`src/clipped_rect_fill_lut_engine_core_macros.svh`:
```
// Assertion helpers, used by the engine's back module.
// Each macro expects clk and arst_n to be visible where it is used.
`ifndef CLIPPED_RECT_FILL_LUT_ENGINE_CORE_MACROS_SVH
`define CLIPPED_RECT_FILL_LUT_ENGINE_CORE_MACROS_SVH

// Consequent must hold in the same cycle as the antecedent.
`define CRF_ASSERT_NOW(lbl, ante, cons, msg) \
	lbl: assert property (@(posedge clk) disable iff (!arst_n) (ante) |-> (cons)) else $error(msg);

// Consequent must hold in the cycle after the antecedent.
`define CRF_ASSERT_NEXT(lbl, ante, cons, msg) \
	lbl: assert property (@(posedge clk) disable iff (!arst_n) (ante) |=> (cons)) else $error(msg);

`endif

```
`src/crf_pkg.sv`:
```
package crf_pkg;

	// Coordinate width covers every panel size up to 1024.
	localparam int COORD_W = 11;
	localparam int PANEL_WIDTH_DEF = 640;
	localparam int PANEL_HEIGHT_DEF = 480;
	localparam int QUEUE_DEPTH = 4;

	// Operation codes.
	localparam logic [2:0] OP_SET_CLIP = 3'd0;
	localparam logic [2:0] OP_FILL = 3'd1;
	localparam logic [2:0] OP_REMAP = 3'd2;
	localparam logic [2:0] OP_READ = 3'd3;
	localparam logic [2:0] OP_CLEAR_CLIP = 3'd4;

	// Status codes.
	localparam logic [2:0] ST_OK = 3'd0;
	localparam logic [2:0] ST_NO_BATCH = 3'd1;
	localparam logic [2:0] ST_NO_LEASE = 3'd2;
	localparam logic [2:0] ST_NOT_ARMED = 3'd3;
	localparam logic [2:0] ST_BOUNDS = 3'd4;
	localparam logic [2:0] ST_VALUE = 3'd5;

	typedef logic [COORD_W-1:0] coord_t;

	typedef enum logic [1:0] {
		JOB_NONE,
		JOB_FILL,
		JOB_REMAP,
		JOB_READ
	} job_t;

	// Classified command handed from the front to the back.
	typedef struct packed {
		job_t job;
		logic [2:0] status;
		coord_t x0;
		coord_t y0;
		coord_t x1;
		coord_t y1;
		logic [3:0] level;
		logic [63:0] lut;
	} cmd_t;

	typedef struct packed {
		logic [2:0] status;
		logic dirty_valid;
		logic [9:0] dirty_left;
		logic [8:0] dirty_top;
		logic [9:0] dirty_width;
		logic [8:0] dirty_height;
		logic [3:0] pixel_value;
	} result_t;

	typedef enum logic [2:0] {
		BK_CLEAR,
		BK_IDLE,
		BK_SETUP,
		BK_RD,
		BK_WR,
		BK_READ_WAIT,
		BK_DONE
	} back_state_t;

endpackage

```
`src/crf_cmd_fifo.sv`:
```
module crf_cmd_fifo import crf_pkg::*; (
	input logic clk,
	input logic arst_n,
	input logic wr_valid,
	output logic wr_ready,
	input cmd_t wr_data,
	output logic rd_valid,
	input logic rd_pop,
	output cmd_t rd_data
);

	localparam int PW = $clog2(QUEUE_DEPTH);

	cmd_t slots_q [QUEUE_DEPTH];
	logic [PW-1:0] wr_ptr_q;
	logic [PW-1:0] rd_ptr_q;
	logic [PW:0] count_q;
	logic do_wr;
	logic do_rd;

	assign wr_ready = (count_q != (PW+1)'(QUEUE_DEPTH));
	assign rd_valid = (count_q != '0);
	assign do_wr = wr_valid && wr_ready;
	assign do_rd = rd_pop && rd_valid;
	assign rd_data = slots_q[rd_ptr_q];

	// Pointers and fill level.
	always_ff @(posedge clk or negedge arst_n) begin
		if (!arst_n) begin
			wr_ptr_q <= '0;
			rd_ptr_q <= '0;
			count_q <= '0;
		end else begin
			if (do_wr) begin
				wr_ptr_q <= wr_ptr_q + 1'b1;
			end
			if (do_rd) begin
				rd_ptr_q <= rd_ptr_q + 1'b1;
			end
			if (do_wr && !do_rd) begin
				count_q <= count_q + 1'b1;
			end else if (do_rd && !do_wr) begin
				count_q <= count_q - 1'b1;
			end
		end
	end

	// Command storage.
	always_ff @(posedge clk) begin
		if (do_wr) begin
			slots_q[wr_ptr_q] <= wr_data;
		end
	end

endmodule

```
`config.mk`:
```
export PLATFORM = sky130hd
export DESIGN_NAME = crf_cmd_fifo
export DESIGN_NICKNAME = d
export VERILOG_FILES = /design/src/clipped_rect_fill_lut_engine_core_macros.svh /design/src/crf_pkg.sv /design/src/crf_cmd_fifo.sv
export SDC_FILE = /design/constraint.sdc
export NUM_CORES = 1
export LEC_CHECK = 0
export BUFFER_PORTS_ARGS = -buffer_cell sky130_fd_sc_hd__buf_2
export CAP_MARGIN = 20
export CORE_MARGIN = 10
export CORE_UTILIZATION = 31
export DETAILED_ROUTE_END_ITERATION = 10
export PLACE_DENSITY = 0.54
export RECOVER_POWER = 50
export REMOVE_ABC_BUFFERS = 1
export SLEW_MARGIN = 40
export SYNTH_ARGS = -nofsm -noshare
export SYNTH_HDL_FRONTEND = slang
export SYNTH_SLANG_ARGS = --single-unit
```
`constraint.sdc`:
```
create_clock -name clk -period 4.1 [get_ports clk]
set_input_delay 1.025 -clock clk [delete_from_list [all_inputs] [get_ports clk]]
set_output_delay 1.025 -clock clk [all_outputs]
set_load 0.05 [all_outputs]
```
Word level (Yosys, flattened, before mapping). Memory sizes are Yosys's and may differ from the RTL's. Cells that the tools add are included. Widths: inputs -> output; s select.

Add/sub/neg operators: 4. Eq/ne operators: 1. Multiplexer cells: 4. Reductions and logical operators: 8.

Operator list (number): $mux 3 (2); $add 2x1->2 const B (2); $logic_and 1x1->1 (4); $add 3x1->3 const B (1); $ne 3x3->1 const B (1); $reduce_bool 3->1 (1); $sub 3x1->3 const B (1); $logic_not 1->1 (2); $mux 1 (2); $reduce_bool 2->1 (1).

Register bits: 7. RAM bits: 468. Input port bits: 121. Output and inout port bits: 119. Logic and storage cells: 21. Memories kept: 1.

Memory list: slots_q (depth 4, width 117, read ports 1, clocked after Yosys merged registers in 0, wr ports 1, RTL line crf_cmd_fifo.sv:14) `cmd_t slots_q [QUEUE_DEPTH];`.

Depth between registers and ports, before layout. Gate-level depths: netlist (run 1).

Word-level depth: 6. Mapped depth: 8. Depth with buffers taken out: 8.

Least setup slack after synthesis (run 1). Ideal clock, no wire load.

Kind: input -> register. Start point: input wr_valid. End point: memory slots_q[2][0] in the netlist's numbering (enable). Setup time: 490 ps. Arrival time: 4025 ps. Data required time: 3610 ps. Setup slack: -415 ps. Cell stages on the path: 2. Path buffers: 0. Path through: a21boi_2 > and2_1.

Longest elaborated chain between the ends: 3.

Ends and longest elaborated chain: from (decl) (RTL line crf_cmd_fifo.sv:4) `input logic wr_valid,`; $logic_and 1x1->1 (RTL line crf_cmd_fifo.sv:23) `assign do_wr = wr_valid && wr_ready;`; $mux 1 (RTL line crf_cmd_fifo.sv:50) `if (do_wr) begin`; $mux 1 (not written as such) (RTL line crf_cmd_fifo.sv:51) `slots_q[wr_ptr_q] <= wr_data;`; to (decl) (RTL line crf_cmd_fifo.sv:14).

No other way between the ends.

==> results.py, run 1 <==
metrics = {
    "floorplanning": {
        "initial_core_util_pct": 31.4,
        "design.core.area_um2": 55300,
        "die_area_um2": 66000,
        "die_w_um": 257,
        "io_pins": 240,
        "rows": 86,
        "die_y_um": 257,
    },
    "global_route": {
        "antenna_found_initial": 8,
        "track_usage_pct": 11.2,
        "grt_start_max_net_pins": 82,
        "grt-ovfl-total": 0,
        "grt_pass1_wl_um": 55800,
        "grt_pass1_vias": 8510,
    },
    "finish": {
        "design_area_um2": 20900,
        "nets": 1055,
        "syn_to_final_growth_pct": 20.1,
        "drive_gt1_share_pct": 33.9,
    },
    "cts": {
        "post_cts_buffers": 0,
        "cts_tree": "built",
        "hold_buffers": 0,
        "clock_sinks": 475,
        "clock_path_buffers": 3,
        "cts_root_buffer": "clkbuf_16",
        "clock_latency_ns": 0.58,
        "cts_repair_resize_count": 0,
        "clkSlewWorstSetupHoldPaths_ns": 0.06,
        "cts_buffers": 50,
        "h-tree-depth": 2,
    },
    "timing": {
        "slew_violations": 22,
        "rsz0062_at_grt": "false",
        "finClkSkew_ns": 0.0228,
        "fin_tns_setup_ns": 0,
        "relSlewSlack_pct": -0.656,
        "whs_ns": 0.416,
        "worst_slack_ns": 0.521,
        "worst_pin_slew_ns": 1.51,
        "hold_viol_final": 0,
        "min_period_ns": 3.58,
        "clock.fmax_mhz": 279,
        "final.period_utilization_pct": 87.3,
        "setup_viol": 0,
    },
    "drt": {
        "drt_wl_total_um": 37100,
        "drc_errors": 0,
        "ant_nets": 0,
        "vias": 7657,
        "firstDrtPassIters": 4,
        "drt_iter0_markers": 382,
        "avgViaCountPerCell": 4.46,
        "wl_per_cell_um": 21.6,
    },
    "yosys": {
        "yosysWarnings": 0,
        "synth_fa_ha_area_share_pct": 0.475,
        "yosys.area_share.xor_xnor_pct": 0.302,
        "synth_cell_types": 20,
        "yosysSeqAreaShare_pct": 81.8,
        "syn_area_um2": 17400,
        "async_flop_share_pct": 1.47,
        "synth_compound_area_share_pct": 0.0648,
        "synth_top_area_cell": "edfxtp_1",
        "synth_ff_type": "edfxtp_1",
        "postSynthCellCount": 646,
        "synth-simple-area-share_pct": 0.295,
        "yosys.area.top_type_share_pct": 80.8,
        "synth-edff-count": 468,
        "ys_ff_latch": 475,
        "synthTopCellsByArea": "edfxtp_1, mux4_2, buf_12",
        "synth_top_family_by_area": "multiplexers",
        "synth_common_cells": "edfxtp_1, mux4_2, buf_12",
        "yosys.cell_count.top_type": "edfxtp_1",
        "avgSynthCellArea_um2": 26.9,
        "synthMuxAreaShare_pct": 15.3,
    },
    "place": {
        "placed_cell_area_um2": 19500,
        "portBuffers": 239,
        "place.gp.congestion": 0.679,
        "place_ws_ns": 1.05,
        "hpwl_um": 22700,
    },
    "outcome": {
        "violations": "max-capacitance violations, max-slew violations",
        "status": "finished, violations left",
    },
    "worst_setup_path": {
        "worstSetupStartpointType": "flop",
        "crit_path_cell_trace": "buf_12 > mux4_2 > buf_2",
        "end_kind": "primary output",
        "r2r_cells": 4,
        "cp_max_fo": 35,
        "max_stage_delay_ns": 0.73,
        "r2r_slack_ns": 0.82,
        "r2r_end": "slots_q[0][95]",
        "critPathBufInv": 2,
        "r2r-start": "count_q[0]",
        "cp.arrival_ns": 2.55,
        "path_class": "reg -> out",
        "slowest_stage": "dfrtp_4",
        "cp_top_family": "flip-flops",
        "crit_required_ns": 3.07,
    },
    "power_and_ir_drop": {
        "ir_drop_mv": 0.376,
        "total_power_mw": 17.7,
        "leakage_nw": 6.71,
        "p_per_area_nw_per_um2": 848,
    },
    "run": {
        "max-cap-violations": 1,
    },
    "hold_path": {
        "hp-class": "in -> async",
    },
}
## flip-flops by register name, summed over array words and instances (netlist names)
| name | count |
|---|---|
| rd_ptr_q | 2 |
| wr_ptr_q | 2 |
| slots_q | 468 |
| count_q | 3 |
## stage by stage
step / std cells / util, %
finish: 1716 / 37.7
global route: 1714 / 37.7
CTS: 1714 / 38.0
detailed placement: 1624 / 35.3
global placement: 1624 / 35.3
floorplan: 620 / -
## metal layers
layer  vias to the layer above  routed length (µm)  track usage [%]
met2                       218               18000             18.0
met3                        62                3370             4.34
met5                         -                  75                0
met1                      3988               14800             13.6
li1                       3377                   -                -
met4                        12                 803             3.60
## area by class of cell
cell class / instances / area, µm²
multi-input combinational: 142 / 2860
clock buffer: 61 / 1310
clock inverter: 29 / 188
inverter: 3 / 11.3
sequential: 475 / 14200
antenna: 2 / 5.00
fill: 5119 / 34400
tap: 748 / 936
timing repair buffer: 256 / 1330
## worst register-to-register path, cell delays in order (launching register included)
cell and delay (ns):
dfrtp_1 0.42, nor2_1 0.07, a21boi_0 0.71, and2_1 1.24, buf_4 0.48
## how the worst max path moves through the flow
stage / start / to / slack [ns] / cells past startpoint
floorplan: rd_ptr_q[0] / rd_data[0] / -2.35 / 1
global placement: rd_ptr_q[0] / rd_data[96] / 1.06 / 3
detailed placement: rd_ptr_q[0] / rd_data[24] / 1.05 / 3
CTS: rd_ptr_q[0] / rd_data[24] / 0.39 / 3
global route: rd_ptr_q[0] / rd_data[24] / 0.34 / 3
finish: rd_ptr_q[0] / rd_data[24] / 0.52 / 3
## placed cells by master, fill, tap and decap left out, drive strengths merged
| master | Yosys | routed |
|---|---|---|
| a21boi | 1 | 1 |
| and2 | 4 | 4 |
| buf | 19 | 138 |
| bufinv | 0 | 2 |
| clkbuf | 7 | 179 |
| clkinv | 0 | 25 |
| dfrtp | 7 | 7 |
| diode | 0 | 2 |
| edfxtp | 468 | 468 |
| fa | 1 | 1 |
| ha | 5 | 5 |
| inv | 3 | 5 |
| mux2 | 2 | 2 |
| mux4 | 117 | 117 |
| nand2 | 2 | 2 |
| nand3 | 1 | 1 |
| nor2 | 2 | 2 |
| or3 | 1 | 1 |
| xnor2 | 4 | 4 |
| xor2 | 2 | 2 |
## logic make-up (layout without fill, tap and decap cells)
group,after synthesis,after routing
mux,119,119
buf+inv,29,349
fa+ha+maj,6,6
flops,475,475
other cells,0,2
xor+xnor,6,6
compound gates,1,1
simple gates,10,10
## power by group
| part | total (mW) | leakage [nW] | internal (mW) | switching [mW] |
|---|---|---|---|---|
| sequential | 6.71 | 4.37 | 6.42 | 0.295 |
| combinational | 6.82 | 1.60 | 2.00 | 4.81 |
| clock | 4.17 | 0.740 | 2.39 | 1.78 |
| total | 17.7 | 6.71 | 10.8 | 6.89 |
Note: power is estimated with default switching activity, not from simulation.
==> run 2: changes to the inputs <==
Settings changed: REMOVE_ABC_BUFFERS 1 to default.
==> results.py, run 2 (synthesis gave the netlist of run 1 again) <==
metrics = {
    "timing": {
        "clock.fmax_mhz": 281,
        "worst_pin_slew_ns": 1.58,
        "fin_tns_setup_ns": 0,
        "setup_viol": 0,
        "rsz0062_at_grt": "false",
        "finClkSkew_ns": 0.0152,
        "min_period_ns": 3.56,
        "final.period_utilization_pct": 86.9,
        "hold_viol_final": 0,
        "slew_violations": 79,
        "relSlewSlack_pct": -5.62,
    },
    "power_and_ir_drop": {
        "total_power_mw": 18.1,
        "p_per_area_nw_per_um2": 859,
        "ir_drop_mv": 0.624,
        "leakage_nw": 6.80,
    },
    "cts": {
        "clock_sinks": 475,
        "cts_root_buffer": "clkbuf_16",
        "post_cts_buffers": 0,
        "hold_buffers": 0,
        "cts_buffers": 51,
        "clock_latency_ns": 0.57,
        "cts_tree": "built",
        "clock_path_buffers": 3,
        "clkSlewWorstSetupHoldPaths_ns": 0.06,
        "cts_repair_resize_count": 0,
        "h-tree-depth": 2,
    },
    "worst_setup_path": {
        "crit_required_ns": 3.07,
        "worstSetupStartpointType": "flop",
        "end_kind": "primary output",
        "cp.arrival_ns": 2.54,
        "cp_max_fo": 44,
        "path_class": "reg -> out",
    },
    "finish": {
        "nets": 1062,
        "multi_input_area_um2": 2860,
        "design_area_um2": 21100,
        "largest_reg_flops": 468,
        "largestRegisters": "slots_q: 468 flops, count_q: 3 flops",
        "layout_commonest_cell": "edfxtp_1",
        "top_register": "slots_q",
        "final_cell_mix": "edfxtp_1, clkbuf_1, buf_2",
        "syn_to_final_growth_pct": 21.2,
        "n_fill_cell": 5116,
        "n_antenna_cell": 0,
        "drive_gt1_share_pct": 34.4,
        "fin_cells": 1721,
        "seq_area_um2": 14200,
    },
    "floorplanning": {
        "die_y_um": 257,
        "design.core.area_um2": 55300,
        "rows": 86,
        "die_area_um2": 66000,
        "die_w_um": 257,
        "initial_core_util_pct": 31.4,
        "io_pins": 240,
    },
    "hold_path": {
        "hp-class": "in -> async",
    },
    "drt": {
        "drt_wl_total_um": 37500,
        "firstDrtPassIters": 4,
        "ant_nets": 0,
        "avgViaCountPerCell": 4.54,
        "wl_per_cell_um": 21.8,
        "drc_errors": 0,
        "vias": 7808,
        "drt_iter0_markers": 468,
    },
    "global_route": {
        "met3_usage_pct": 3.23,
        "grt_start_max_net_pins": 58,
        "grt_pass1_vias": 8490,
        "grt-ovfl-total": 0,
        "grtUsageMet1_pct": 14.2,
        "grt.busiest_layer": "met2",
        "track_usage_pct": 11.3,
        "grt_pass1_wl_um": 56000,
        "use_met2_pct": 18.7,
        "antenna_found_initial": 5,
    },
    "place": {
        "place.gp.congestion": 0.677,
        "placed_cell_area_um2": 19600,
        "dp.cells": 1630,
        "portBuffers": 239,
        "hpwl_um": 23500,
    },
    "outcome": {
        "status": "finished, violations left",
        "violations": "max-capacitance violations, max-slew violations",
    },
    "yosys": {
        "syn_nets": 773,
    },
    "run": {
        "max-cap-violations": 2,
    },
}
-- run 2: final cells by class --
| type | count | share of cell area, % |
|---|---|---|
| flip-flops and latches | 475 | 67.6 |
| multi-input cells | 142 | 13.6 |
| repair buffers | 262 | 6.56 |
| clock buffers | 62 | 6.45 |
| well taps | 748 | 4.44 |
| clock inverters | 29 | 1.38 |
| inverters | 3 | 0.0534 |
-- run 2: worst max-delay path, stage by stage (launching register included) --
cell and delay, ns:
dfrtp_4 0.68, buf_12 0.35, mux4_2 0.59, buf_2 0.23
-- run 2: metal layers --
| layer | part of all wire [%] | wire length (µm) |
|---|---|---|
| met5 | 0.15 | 56 |
| met4 | 1.7 | 655 |
| met3 | 6.4 | 2400 |
| met2 | 51 | 19000 |
| met1 | 41 | 15400 |
-- run 2: through the flow --
| stage | setup slack (ns) | hold slack, ns | utilization, % |
|---|---|---|---|
| after detailed placement | 1.07 | 0.520 | 35.4 |
| final | 0.538 | 0.350 | 38.1 |
| after floorplan | 0.879 | 0.493 | - |
| after global placement | 1.09 | 0.522 | 35.4 |
| after global routing | 0.252 | 0.352 | 38.1 |
| after CTS | 0.423 | 0.240 | 38.4 |
-- run 2: final timing paths --
kind	start	endpoint	slack [ns]	depth (start not counted)
max in group asynchronous	arst_n	rd_ptr_q[0]	3.43	1
min in group clk	count_q[2]	count_q[2]	0.51	1
worst min register to register	count_q[2]	count_q[2]	0.51	1
worst max-delay path	rd_ptr_q[0]	rd_data[29]	0.54	3
worst max register to register	count_q[0]	slots_q[1][66]	0.60	4
worst min-delay path	arst_n	count_q[0]	0.35	1
-- run 2: report_power, final --
part | internal (mW) | total [mW] | switching (mW)
clock | 2.72 | 4.49 | 1.77
combinational | 2.03 | 6.86 | 4.83
sequential | 6.42 | 6.75 | 0.327
