File: src/clipped_rect_fill_lut_engine_core_macros.svh
// Assertion helpers, used by the engine's back module.
// Each macro expects clk and arst_n to be visible where it is used.
`ifndef CLIPPED_RECT_FILL_LUT_ENGINE_CORE_MACROS_SVH
`define CLIPPED_RECT_FILL_LUT_ENGINE_CORE_MACROS_SVH

// Consequent must hold in the same cycle as the antecedent.
`define CRF_ASSERT_NOW(lbl, ante, cons, msg) \
	lbl: assert property (@(posedge clk) disable iff (!arst_n) (ante) |-> (cons)) else $error(msg);

// Consequent must hold in the cycle after the antecedent.
`define CRF_ASSERT_NEXT(lbl, ante, cons, msg) \
	lbl: assert property (@(posedge clk) disable iff (!arst_n) (ante) |=> (cons)) else $error(msg);

`endif

File: src/crf_pkg.sv
package crf_pkg;

	// Coordinate width covers every panel size up to 1024.
	localparam int COORD_W = 11;
	localparam int PANEL_WIDTH_DEF = 640;
	localparam int PANEL_HEIGHT_DEF = 480;
	localparam int QUEUE_DEPTH = 4;

	// Operation codes.
	localparam logic [2:0] OP_SET_CLIP = 3'd0;
	localparam logic [2:0] OP_FILL = 3'd1;
	localparam logic [2:0] OP_REMAP = 3'd2;
	localparam logic [2:0] OP_READ = 3'd3;
	localparam logic [2:0] OP_CLEAR_CLIP = 3'd4;

	// Status codes.
	localparam logic [2:0] ST_OK = 3'd0;
	localparam logic [2:0] ST_NO_BATCH = 3'd1;
	localparam logic [2:0] ST_NO_LEASE = 3'd2;
	localparam logic [2:0] ST_NOT_ARMED = 3'd3;
	localparam logic [2:0] ST_BOUNDS = 3'd4;
	localparam logic [2:0] ST_VALUE = 3'd5;

	typedef logic [COORD_W-1:0] coord_t;

	typedef enum logic [1:0] {
		JOB_NONE,
		JOB_FILL,
		JOB_REMAP,
		JOB_READ
	} job_t;

	// Classified command handed from the front to the back.
	typedef struct packed {
		job_t job;
		logic [2:0] status;
		coord_t x0;
		coord_t y0;
		coord_t x1;
		coord_t y1;
		logic [3:0] level;
		logic [63:0] lut;
	} cmd_t;

	typedef struct packed {
		logic [2:0] status;
		logic dirty_valid;
		logic [9:0] dirty_left;
		logic [8:0] dirty_top;
		logic [9:0] dirty_width;
		logic [8:0] dirty_height;
		logic [3:0] pixel_value;
	} result_t;

	typedef enum logic [2:0] {
		BK_CLEAR,
		BK_IDLE,
		BK_SETUP,
		BK_RD,
		BK_WR,
		BK_READ_WAIT,
		BK_DONE
	} back_state_t;

endpackage

File: src/crf_front.sv
module crf_front import crf_pkg::*; #(
	parameter int PANEL_WIDTH = PANEL_WIDTH_DEF,
	parameter int PANEL_HEIGHT = PANEL_HEIGHT_DEF
) (
	input logic clk,
	input logic arst_n,
	input logic push,
	output logic full,
	input logic [2:0] operation,
	input logic in_batch,
	input logic lease_active,
	input logic [15:0] rect_left,
	input logic [15:0] rect_top,
	input logic [15:0] rect_width,
	input logic [15:0] rect_height,
	input logic [7:0] fill_level,
	input logic [63:0] remap_table,
	input logic draw2_armed_we,
	input logic draw2_armed_wdata,
	input logic clearing,
	output cmd_t cmd,
	output logic cmd_valid,
	input logic cmd_ready
);

	localparam logic [16:0] PW = 17'(PANEL_WIDTH);
	localparam logic [16:0] PH = 17'(PANEL_HEIGHT);

	logic armed_q;
	logic valid_s1;
	logic [2:0] op_s1;
	logic batch_s1;
	logic lease_s1;
	logic [15:0] l_s1;
	logic [15:0] t_s1;
	logic [15:0] w_s1;
	logic [15:0] h_s1;
	logic [7:0] level_s1;
	logic [63:0] lut_s1;
	logic clip_en_q;
	coord_t clip_l_q;
	coord_t clip_t_q;
	coord_t clip_r_q;
	coord_t clip_b_q;
	logic accept;
	logic fire;
	logic [16:0] sum_x;
	logic [16:0] sum_y;
	logic rect_bad;
	logic read_bad;
	coord_t cl;
	coord_t ct;
	coord_t cr;
	coord_t cb;
	logic [16:0] x0;
	logic [16:0] y0;
	logic [16:0] x1;
	logic [16:0] y1;
	logic nonempty;
	logic set_clip;
	logic clear_clip;

	assign full = clearing || (valid_s1 && !cmd_ready);
	assign accept = push && !full;
	assign fire = valid_s1 && cmd_ready;
	assign cmd_valid = valid_s1;

	// Session arming register.
	always_ff @(posedge clk or negedge arst_n) begin
		if (!arst_n) begin
			armed_q <= 1'b0;
		end else if (draw2_armed_we) begin
			armed_q <= draw2_armed_wdata;
		end
	end

	// Input stage.
	always_ff @(posedge clk or negedge arst_n) begin
		if (!arst_n) begin
			valid_s1 <= 1'b0;
		end else if (accept) begin
			valid_s1 <= 1'b1;
		end else if (fire) begin
			valid_s1 <= 1'b0;
		end
	end

	always_ff @(posedge clk) begin
		if (accept) begin
			op_s1 <= operation;
			batch_s1 <= in_batch;
			lease_s1 <= lease_active;
			l_s1 <= rect_left;
			t_s1 <= rect_top;
			w_s1 <= rect_width;
			h_s1 <= rect_height;
			level_s1 <= fill_level;
			lut_s1 <= remap_table;
		end
	end

	// Bounds and clip cut.
	always_comb begin
		sum_x = {1'b0, l_s1} + {1'b0, w_s1};
		sum_y = {1'b0, t_s1} + {1'b0, h_s1};
		rect_bad = (w_s1 == 16'd0) || (h_s1 == 16'd0) || (sum_x > PW) || (sum_y > PH);
		read_bad = ({1'b0, l_s1} >= PW) || ({1'b0, t_s1} >= PH);
		cl = clip_en_q ? clip_l_q : '0;
		ct = clip_en_q ? clip_t_q : '0;
		cr = clip_en_q ? clip_r_q : COORD_W'(PANEL_WIDTH);
		cb = clip_en_q ? clip_b_q : COORD_W'(PANEL_HEIGHT);
		x0 = ({1'b0, l_s1} < 17'(cl)) ? 17'(cl) : {1'b0, l_s1};
		y0 = ({1'b0, t_s1} < 17'(ct)) ? 17'(ct) : {1'b0, t_s1};
		x1 = (sum_x > 17'(cr)) ? 17'(cr) : sum_x;
		y1 = (sum_y > 17'(cb)) ? 17'(cb) : sum_y;
		nonempty = (x0 < x1) && (y0 < y1);
	end

	// Classification in the model's check order.
	always_comb begin
		cmd = '0;
		cmd.job = JOB_NONE;
		cmd.status = ST_OK;
		cmd.x0 = x0[COORD_W-1:0];
		cmd.y0 = y0[COORD_W-1:0];
		cmd.x1 = x1[COORD_W-1:0];
		cmd.y1 = y1[COORD_W-1:0];
		cmd.level = level_s1[3:0];
		cmd.lut = lut_s1;
		set_clip = 1'b0;
		clear_clip = 1'b0;
		priority if (op_s1 == OP_CLEAR_CLIP) begin
			clear_clip = 1'b1;
		end else if (op_s1 > OP_CLEAR_CLIP) begin
			cmd.status = ST_VALUE;
		end else if (op_s1 == OP_SET_CLIP && !batch_s1) begin
			cmd.status = ST_NO_BATCH;
		end else if (!lease_s1) begin
			cmd.status = ST_NO_LEASE;
		end else if (!armed_q) begin
			cmd.status = ST_NOT_ARMED;
		end else if (op_s1 == OP_READ) begin
			if (read_bad) begin
				cmd.status = ST_BOUNDS;
			end else begin
				cmd.job = JOB_READ;
				cmd.x0 = l_s1[COORD_W-1:0];
				cmd.y0 = t_s1[COORD_W-1:0];
			end
		end else if (rect_bad) begin
			cmd.status = ST_BOUNDS;
		end else if (op_s1 == OP_SET_CLIP) begin
			set_clip = 1'b1;
		end else if (op_s1 == OP_FILL && level_s1 > 8'd15) begin
			cmd.status = ST_VALUE;
		end else if (nonempty) begin
			cmd.job = (op_s1 == OP_FILL) ? JOB_FILL : JOB_REMAP;
		end else begin
			// Rectangle wholly outside the clip: nothing to walk.
			cmd.job = JOB_NONE;
		end
	end

	// Clip state follows each command as it leaves the front.
	always_ff @(posedge clk or negedge arst_n) begin
		if (!arst_n) begin
			clip_en_q <= 1'b0;
			clip_l_q <= '0;
			clip_t_q <= '0;
			clip_r_q <= '0;
			clip_b_q <= '0;
		end else if (fire) begin
			if (clear_clip) begin
				clip_en_q <= 1'b0;
			end else if (set_clip) begin
				clip_en_q <= 1'b1;
				clip_l_q <= l_s1[COORD_W-1:0];
				clip_t_q <= t_s1[COORD_W-1:0];
				clip_r_q <= sum_x[COORD_W-1:0];
				clip_b_q <= sum_y[COORD_W-1:0];
			end
		end
	end

endmodule

File: config.mk
export PLATFORM = sky130hd
export DESIGN_NAME = crf_front
export DESIGN_NICKNAME = d
export VERILOG_FILES = /design/src/clipped_rect_fill_lut_engine_core_macros.svh /design/src/crf_pkg.sv /design/src/crf_front.sv
export SDC_FILE = /design/constraint.sdc
export NUM_CORES = 1
export LEC_CHECK = 0
export ABC_AREA = 1
export BUFFER_PORTS_ARGS = -buffer_cell sky130_fd_sc_hd__buf_4
export CAP_MARGIN = 20
export CELL_PAD_IN_SITES_DETAIL_PLACEMENT = 1
export CELL_PAD_IN_SITES_GLOBAL_PLACEMENT = 1
export CORE_MARGIN = 5
export CORE_UTILIZATION = 43
export CTS_CLUSTER_DIAMETER = 30
export DETAILED_ROUTE_END_ITERATION = 10
export PLACE_DENSITY = 0.9
export SETUP_SLACK_MARGIN = 0.4
export SKIP_CTS_REPAIR_TIMING = 1
export SYNTH_ARGS = -nofsm -noshare
export SYNTH_HDL_FRONTEND = slang
export SYNTH_SLANG_ARGS = --single-unit
export TNS_END_PERCENT = 5
File: constraint.sdc
create_clock -name clk -period 11.6 [get_ports clk]
set_input_delay 1.74 -clock clk [delete_from_list [all_inputs] [get_ports clk]]
set_output_delay 1.74 -clock clk [all_outputs]
set_load 0.1 [all_outputs]
# Yosys cells after proc, flatten, opt, wreduce, memory -nomap -nowiden
# Index checks and enable logic that the tools add are counted.
# totals
reg_bits	188
output_inout_bits	119
inputBits	148
elab_cells	101
# op_classes
n_reduce_logical	21
bitwise	1
magnitude_cmp	12
mux	46
n_eq_ne	3
addsub	2
# op_table
op	n
22-bit 2-to-1 mux	6
11-bit 2-to-1 mux	4
16-bit by 16-bit adder with 17-bit output	2
17-bit by 11-bit > comparator with 1-bit output	2
16-bit by 17-bit < comparator with 1-bit output	2
17-bit 2-to-1 mux	2
16-bit zero test	2
16-bit by 11-bit < comparator with 1-bit output	2
16-bit 2-to-1 mux	2
27-bit 2-to-1 mux	1
3-bit 2-to-1 mux	7
2-bit 2-to-1 mux	9
17-bit by 10-bit > comparator with 1-bit output (second input constant)	1
17-bit by 9-bit > comparator with 1-bit output (second input constant)	1
16-bit by 10-bit >= comparator with 1-bit output (second input constant)	1
16-bit by 9-bit >= comparator with 1-bit output (second input constant)	1
1-bit 2-to-1 mux	13
5-bit 2-to-1 mux	2
8-bit by 4-bit > comparator with 1-bit output (second input constant)	1
1-bit logical AND	6
1-bit logical OR	5
2-bit nonzero test	2
3-bit by 1-bit equality test with 1-bit output (second input constant)	1
3-bit by 2-bit equality test with 1-bit output (second input constant)	1
other kinds (7)	9

# Logic depth before layout (Yosys ltp)
# Gate-level depths: netlist of run 1.
# depth
ltp_word	15
depth_mapped	32
ltp_nobuf	31

# Worst setup path before layout of run 1
# OpenSTA, ideal clock, no wires.
# synth_path
path_type	input to register
from	in clearing
to	reg batch_s1 (enable)
setup_time_ns	0.642
n_path_buf	0
path_slack_ns	2.377
arrival_time_ns	8.580
required_ns	10.958
stages	2
cell_sequence	o21bai_1 > nor2_1
# synth_via
elab_chain_len	3
# synth_rtl
element	line	source
start, declared	crf_front.sv:20	input logic clearing,
1-bit logical OR	crf_front.sv:63	assign full = clearing || (valid_s1 && !cmd_ready);
1-bit zero test	crf_front.sv:64	assign accept = push && !full;
1-bit logical AND	crf_front.sv:64	
net accept	crf_front.sv:45	logic accept;
end signal, assigned	crf_front.sv:91	batch_s1 <= in_batch;
end, declared	crf_front.sv:32	logic batch_s1;
# The timed path passes the listed nets, and every way through them passes these cells.
# A chain may end at the register's enable or synchronous reset.

==> summary.txt, run 1 <==
Setup path
  • Top cell by count, worst path: nand2_1
  • CP endpoint kind: output port
  • Worst path bufs/invs: 2
  • Worst reg2reg startpoint: t_s1[0]
  • Slowest cell delay on critical path: about 550 ps
  • CP max stage cell: o21ai_0
  • CP delay by family, top: simple AND/OR/NAND/NOR gates
  • Critical path arrival: 6340 ps
  • Crit path launch: l_s1[0]
  • Critical Path Start Type: flip-flop
  • Crit Path Class: flip-flop to output port
  • Worst EP required: 9860 ps
  • Crit-path max FO: 21

STA
  • Max transition margin: 0.321
  • Min Tclk post-route: 8080 ps
  • Clock Skew: between 20 and 25 ps
  • RSZ-0062 raised after global routing: no
  • Period utilization: 0.697
  • TNS Setup: 0 ps
  • FMAX: 0.124 GHz
  • Final setup fails: 0
  • Final hold viol count: 0
  • Least-Margin Pin Slew: about 1000 ps
  • Final Slew Violations: 0

Final layout
  • Number of diodes: 0
  • Ratio of cells with drive above 1 in the final layout: 0.202
  • Nets@finish: approximately 1,800
  • Layout-stage area growth over the synthesis result: 26.1%
  • Most frequent cells in the layout: nand2_1, buf_4, inv_1
  • Commonest non-fill, non-tap cell in the layout: nand2_1

Synth
  • Compound-Gate Fraction of Synth Area: 0.0888
  • Flops & latches, synth: 188
  • Average cell area after synthesis: 8.59 um^2
  • Post-synth EDFFs: 141
  • Most used DFF post-synth: edfxtp_1
  • Yosys warns: 0
  • Synth Area in Adders: 0.120
  • Mapped cell area: ~11,000 um^2
  • Simple-gate share of the synthesized area: 0.227
  • Post-synthesis mux area share: 0.00101
  • Seq/Total Area, Yosys: 0.487
  • Synthesized instance count: 1,293
  • Post-synth ARST share: 0.250
  • Post-synthesis xor/xnor area fraction: 0.00620
  • Count of cell types in the netlist: 45
  • Main combinational cell family by area after synthesis: simple AND/OR/NAND/NOR gates

Clocking
  • H-tree Lvls: 4
  • Root Driver: clkbuf_16
  • Clock Sinks: 188
  • Clock Latency Late Sink: 450 ps
  • Reg clk slew, reported paths: around 80 ps
  • Inserted Clock Buffers: 17
  • CTS tree: yes
  • Clock Path Buffers: 2

Worst hold path
  • Hold Startpoint: clip_t_q[0]
  • Min-delay worst type: flip-flop to flip-flop

Drt
  • DRC Markers: 0
  • Average wire per standard cell: 20.3 um
  • DR vias/cell: roughly 5.3
  • Antenna viol nets, final: 0
  • Routed WL: 38.5 mm
  • Via count: 10,100
  • DR pass1 iterations: 5
  • Initial DRC Count: 557

Global route
  • Gr ovfl total: 0
  • GR Util All Layers: 0.263
  • First-pass GRT wire length: 59.6 mm
  • Largest net degree at the start of global routing: 76
  • Vias in the first global route: 11,000
  • Initial antenna violation count: 0

Die
  • DIE AREA: 29,100 um^2
  • Starting Density: 0.438
  • Core ar.: 25,300 um^2
  • Row cnt: 58
  • IO Pins: roughly 270
  • Die Y-Extent: approximately 170 um
  • Die W: 171 um

Pwr
  • VDD IR max: around 0.000086 V
  • Final Total Pwr: 0.00174 W
  • Power Density: approximately 120 nW/um^2
  • Leakage: 6.85 nW

Placement
  • I/O Buffers: ~270
  • Routability cong.: 0.978
  • Post-DP HPWL: 30.4 mm

Job
  • Max cap viols: 0

Outcome
  • Status: finished, final reports clean
==> logic make-up (layout without fill, tap and decap cells) <==
logic type	after synthesis	in the layout
other	1	10
AND/OR/NAND/NOR	606	606
multiplexers	1	1
flip-flops	188	188
XOR/XNOR	7	7
AO/OA/AOI/OAI	187	187
adder cells (fa/ha/maj)	105	105
buffers and inverters	198	463
==> worst register-to-register path, delay by kind of cell, from the launching register on <==
kind,cells,cell delay (ps)
buffers and inverters,5,870
adders and majority gates,2,640
DFF,1,420
and+or+nand+nor,14,2110
==> cell type report <==
class	count	area (um^2)
clock buffer	17	425
clock inverter	14	155
fill	3024	11300
inverter	162	609
multi-input combinational	916	4960
sequential	188	5410
tap	330	413
timing repair buffer	270	2030
==> routing by layer <==
layer	GRT usage	wire (um)	vias to the layer above
met2	0.456	18900	356
met3	0.0571	2600	66
met4	0.0854	952	0
met5	0	0	-
li1	-	-	4821
met1	0.328	16100	4893
==> Yosys cell counts (3+ instances only) <==
master | count | area share
nand2_1 | 379 | 0.13
inv_1 | 159 | 0.054
edfxtp_1 | 141 | 0.38
nor2_1 | 105 | 0.036
ha_1 | 103 | 0.12
o21ai_0 | 81 | 0.037
nand3_1 | 60 | 0.027
a21oi_1 | 59 | 0.027
dfrtp_1 | 47 | 0.11
o21ai_1 | 29 | 0.013
clkbuf_1 | 24 | 0.0081
nand4_1 | 22 | 0.012
nor3_1 | 11 | 0.0050
nand3b_1 | 9 | 0.0061
buf_2 | 7 | 0.0032
nor4_1 | 6 | 0.0034
xor2_1 | 6 | 0.0047
buf_4 | 4 | 0.0027
and2_1 | 3 | 0.0017
nand2_2 | 3 | 0.0017
o211ai_1 | 3 | 0.0020
o21a_1 | 3 | 0.0020
o21bai_1 | 3 | 0.0020
==> sequential cells by signal, summed over array words and instances (netlist names), 3 cells and up <==
signal    count
lut_s1       64
h_s1         16
l_s1         16
t_s1         16
w_s1         16
clip_b_q     11
clip_l_q     11
clip_r_q     11
clip_t_q     11
level_s1      8
op_s1         3
==> through the flow <==
stage / area, um^2 / hold slack, ps / setup slack, ps / cells / utilization
6_report: 14000 / 485 / 3520 / 1897 / 0.553
5_1_grt: 14000 / 513 / 3000 / 1897 / 0.553
3_5_place_dp: 13400 / 470 / 4060 / 1866 / 0.530
3_3_place_gp: 13400 / 455 / 4320 / 1866 / 0.530
4_1_cts: 14000 / 487 / 3560 / 1897 / 0.553
2_1_floorplan: 11100 / 442 / 2380 / 1302 / -
==> power breakdown <==
part           internal, W  leakage, nW  switching [W]  total [W]
registers         0.000752         1.95      0.0000152   0.000767
logic             0.000105         4.63       0.000257   0.000363
clock network     0.000288        0.269       0.000319   0.000607
total              0.00115         6.85       0.000592    0.00174
==> final timing paths <==
kind | to | slack (ps) | depth (start not counted)
setup reg to reg | clip_l_q[1] | 7450 | 21
hold reg to reg | clip_t_q[0] | 490 | 2
max in group asynchronous | clip_l_q[5] | 9780 | 1
min in group asynchronous | clip_r_q[0] | 1330 | 1
hold / removal | clip_t_q[0] | 490 | 2
setup / recovery | cmd[116] | 3520 | 31
Power figures use the tool's default switching activity.
==> run 2: changes to the inputs <==
--- a/config.mk
+++ b/config.mk
@@ -11,10 +11,10 @@
 export CELL_PAD_IN_SITES_DETAIL_PLACEMENT = 1
 export CELL_PAD_IN_SITES_GLOBAL_PLACEMENT = 1
 export CORE_MARGIN = 5
-export CORE_UTILIZATION = 43
+export CORE_UTILIZATION = 36
 export CTS_CLUSTER_DIAMETER = 30
 export DETAILED_ROUTE_END_ITERATION = 10
-export PLACE_DENSITY = 0.9
+export PLACE_DENSITY = 0.8
 export SETUP_SLACK_MARGIN = 0.4
 export SKIP_CTS_REPAIR_TIMING = 1
 export SYNTH_ARGS = -nofsm -noshare
==> constraint.sdc (replaced) <==
create_clock -name clk -period 6.95 [get_ports clk]
set_input_delay 1.0425 -clock clk [delete_from_list [all_inputs] [get_ports clk]]
set_output_delay 1.0425 -clock clk [all_outputs]
set_load 0.1 [all_outputs]
==> run 2 against run 1 <==
Flip-flop and latch count did not move. Non-clock buffer count is 26 higher. Worst setup slack worse by 3100 ps. Largest power group unchanged. Register-to-register slack lost 4600 ps. Final area up 4.8%. First-iteration DRC count shrank 4.8%.
==> summary.txt, run 2 (synthesis gave the netlist of run 1 again) <==
Placement
  • Dpl cells: 1,938 (was 1,866)
  • Post-placement setup slack: 319 ps (was 4060 ps)
  • Post-DP HPWL: 29.4 mm (was 30.4 mm)
  • Routability cong.: 0.992 (was 0.978)
  • I/O Buffers: 266 (unchanged)

Final layout
  • Final Util: 0.481 (was 0.553)
  • Number of fillers in the final layout: 3,574 (was 3,024)
  • Commonest non-fill, non-tap cell in the layout: nand2_1 (unchanged)
  • Layout-stage area growth over the synthesis result: 32.1% (was 26.1%)
  • Most frequent cells in the layout: nand2_1, buf_4, inv_1 (unchanged)
  • Final Non-Filler Cells: 1,992 (was 1,897)
  • Reg with most FFs: lut_s1 (unchanged)
  • Number of diodes: 0 (unchanged)
  • Largest register FFs: 64 (unchanged)
  • Ratio of cells with drive above 1 in the final layout: 0.253 (was 0.202)
  • Nets@finish: 1,836 (was 1,808)

Drt
  • Antenna viol nets, final: 0 (unchanged)
  • Average wire per standard cell: 18.8 um (was 20.3 um)
  • DR pass1 iterations: 5 (unchanged)
  • Routed WL: 37.5 mm (was 38.5 mm)
  • Via count: 10,000 (was 10,100)
  • DR vias/cell: 5.03 (was 5.34)
  • Initial DRC Count: 530 (was 557)
  • DRC Markers: 0 (unchanged)

Setup path
  • Critical Path Start Type: flip-flop (unchanged)
  • Slowest cell delay on critical path: 490 ps (was 550 ps)
  • CP endpoint kind: output port (unchanged)
  • Worst EP required: 5910 ps (was 9860 ps)
  • Crit Path Class: flip-flop to output port (unchanged)
  • Reg2reg path depth: 20 (was 21)
  • CP max stage cell: edfxtp_1 (was o21ai_0)
  • Critical path arrival: 5520 ps (was 6340 ps)
  • Top cell by count, worst path: nand2_2 (was nand2_1)
  • Crit-path max FO: 6 (was 21)

STA
  • Final hold slack: 487 ps (was 485 ps)
  • RSZ-0062 raised after global routing: yes (was no)
  • Final hold viol count: 0 (unchanged)
  • Least-Margin Pin Slew: 950 ps (was 1020 ps)
  • Clock Skew: 17.5 ps (was 21.2 ps)
  • Max transition margin: 0.366 (was 0.321)
  • Final setup fails: 0 (unchanged)
  • Min Tclk post-route: 6570 ps
  • FMAX: 0.152 GHz
  • Post-route setup slack: 383 ps (was 3520 ps)
  • Period utilization: 0.945
  • Final Slew Violations: 0 (unchanged)

Clocking
  • Clock Sinks: 188 (unchanged)
  • H-tree Lvls: 4 (unchanged)
  • Reg clk slew, reported paths: 90 ps (was 80 ps)
  • Inserted Clock Buffers: 17 (unchanged)
  • CTS tree: yes (unchanged)
  • Root Driver: clkbuf_16 (unchanged)
  • Clock Path Buffers: 2 (unchanged)
  • Clock Latency Late Sink: 460 ps (was 450 ps)

Die
  • DIE AREA: 34,400 um^2 (was 29,100 um^2)
  • Core ar.: 30,500 um^2 (was 25,300 um^2)
  • Die W: 186 um (was 171 um)
  • IO Pins: 267 (unchanged)
  • Row cnt: 64 (was 58)
  • Die Y-Extent: 186 um (was 171 um)
  • Starting Density: 0.364 (was 0.438)

Job
  • Max cap viols: 0 (unchanged)

Global route
  • GR Util All Layers: 0.211 (was 0.263)
  • Gr ovfl total: 0 (unchanged)
  • Largest net degree at the start of global routing: 73 (was 76)
  • First-pass GRT wire length: 56.4 mm (was 59.6 mm)
  • Initial antenna violation count: 0 (unchanged)
  • Vias in the first global route: 10,300 (was 11,000)

Worst hold path
  • Hold path depth: 2 (unchanged)
  • Min-delay worst type: flip-flop to flip-flop (unchanged)

Pwr
  • Power Density: 202 nW/um^2 (was 124 nW/um^2)
  • Final Total Pwr: 0.00296 W (was 0.00174 W)
  • VDD IR max: 0.000187 V (was 0.0000858 V)
  • Leakage: 7.02 nW (was 6.85 nW)

Outcome
  • Status: finished, final reports clean (unchanged)
## run 2: path summary, 6_finish.rpt
check | startpoint | to | slack, ps
worst max-delay path | l_s1[0] | cmd[115] | 380
worst min-delay path | clip_t_q[9] | clip_t_q[9] | 490
worst max register to register | l_s1[0] | clip_r_q[7] | 2900
worst min register to register | clip_t_q[9] | clip_t_q[9] | 490
max in group asynchronous | arst_n | clip_en_q | 5850
min in group asynchronous | arst_n | clip_r_q[8] | 620
## run 2: through the flow
stage | TNS [ps] | instance area [um^2]
2_1_floorplan | 0 | 11100
3_5_place_dp | 0 | 13500
6_report | 0 | 14700
4_1_cts | -434 | 14200
3_3_place_gp | 0 | 13500
5_1_grt | 0 | 14700
## run 2: worst max-delay path, delay by kind of cell (launching register included)
family	cells	cell delay (ps)
AND/OR/NAND/NOR	16	1690
AO/OA/AOI/OAI	9	1240
adder cells (fa/ha/maj)	4	1120
flip-flops	1	490
buffers and inverters	2	300
XOR/XNOR	1	180
## run 2: area by class of cell
class	instances	area, um^2	share of cell area
Inverter	162	613	0.0418
Clock inverter	14	176	0.0120
Tap cell	396	495	0.0338
Sequential cell	188	5410	0.369
Multi-Input combinational cell	918	5300	0.361
Clock buffer	18	429	0.0293
Timing Repair Buffer	296	2240	0.153
## run 2: power by group
part | total (W) | switching, W | internal, W | leakage, nW
clock | 0.00104 | 0.000495 | 0.000546 | 0.292
combinational | 0.000643 | 0.000445 | 0.000198 | 4.79
sequential | 0.00128 | 0.0000235 | 0.00125 | 1.95
total | 0.00296 | 0.000964 | 0.00200 | 7.02
## run 2: layer usage
layer	vias to the layer above	routed length [um]	GRT usage
met5	-	0	0
met4	0	703	0.0624
met3	35	2330	0.0528
met2	242	18600	0.362
met1	4863	15900	0.263
li1	4889	-	-
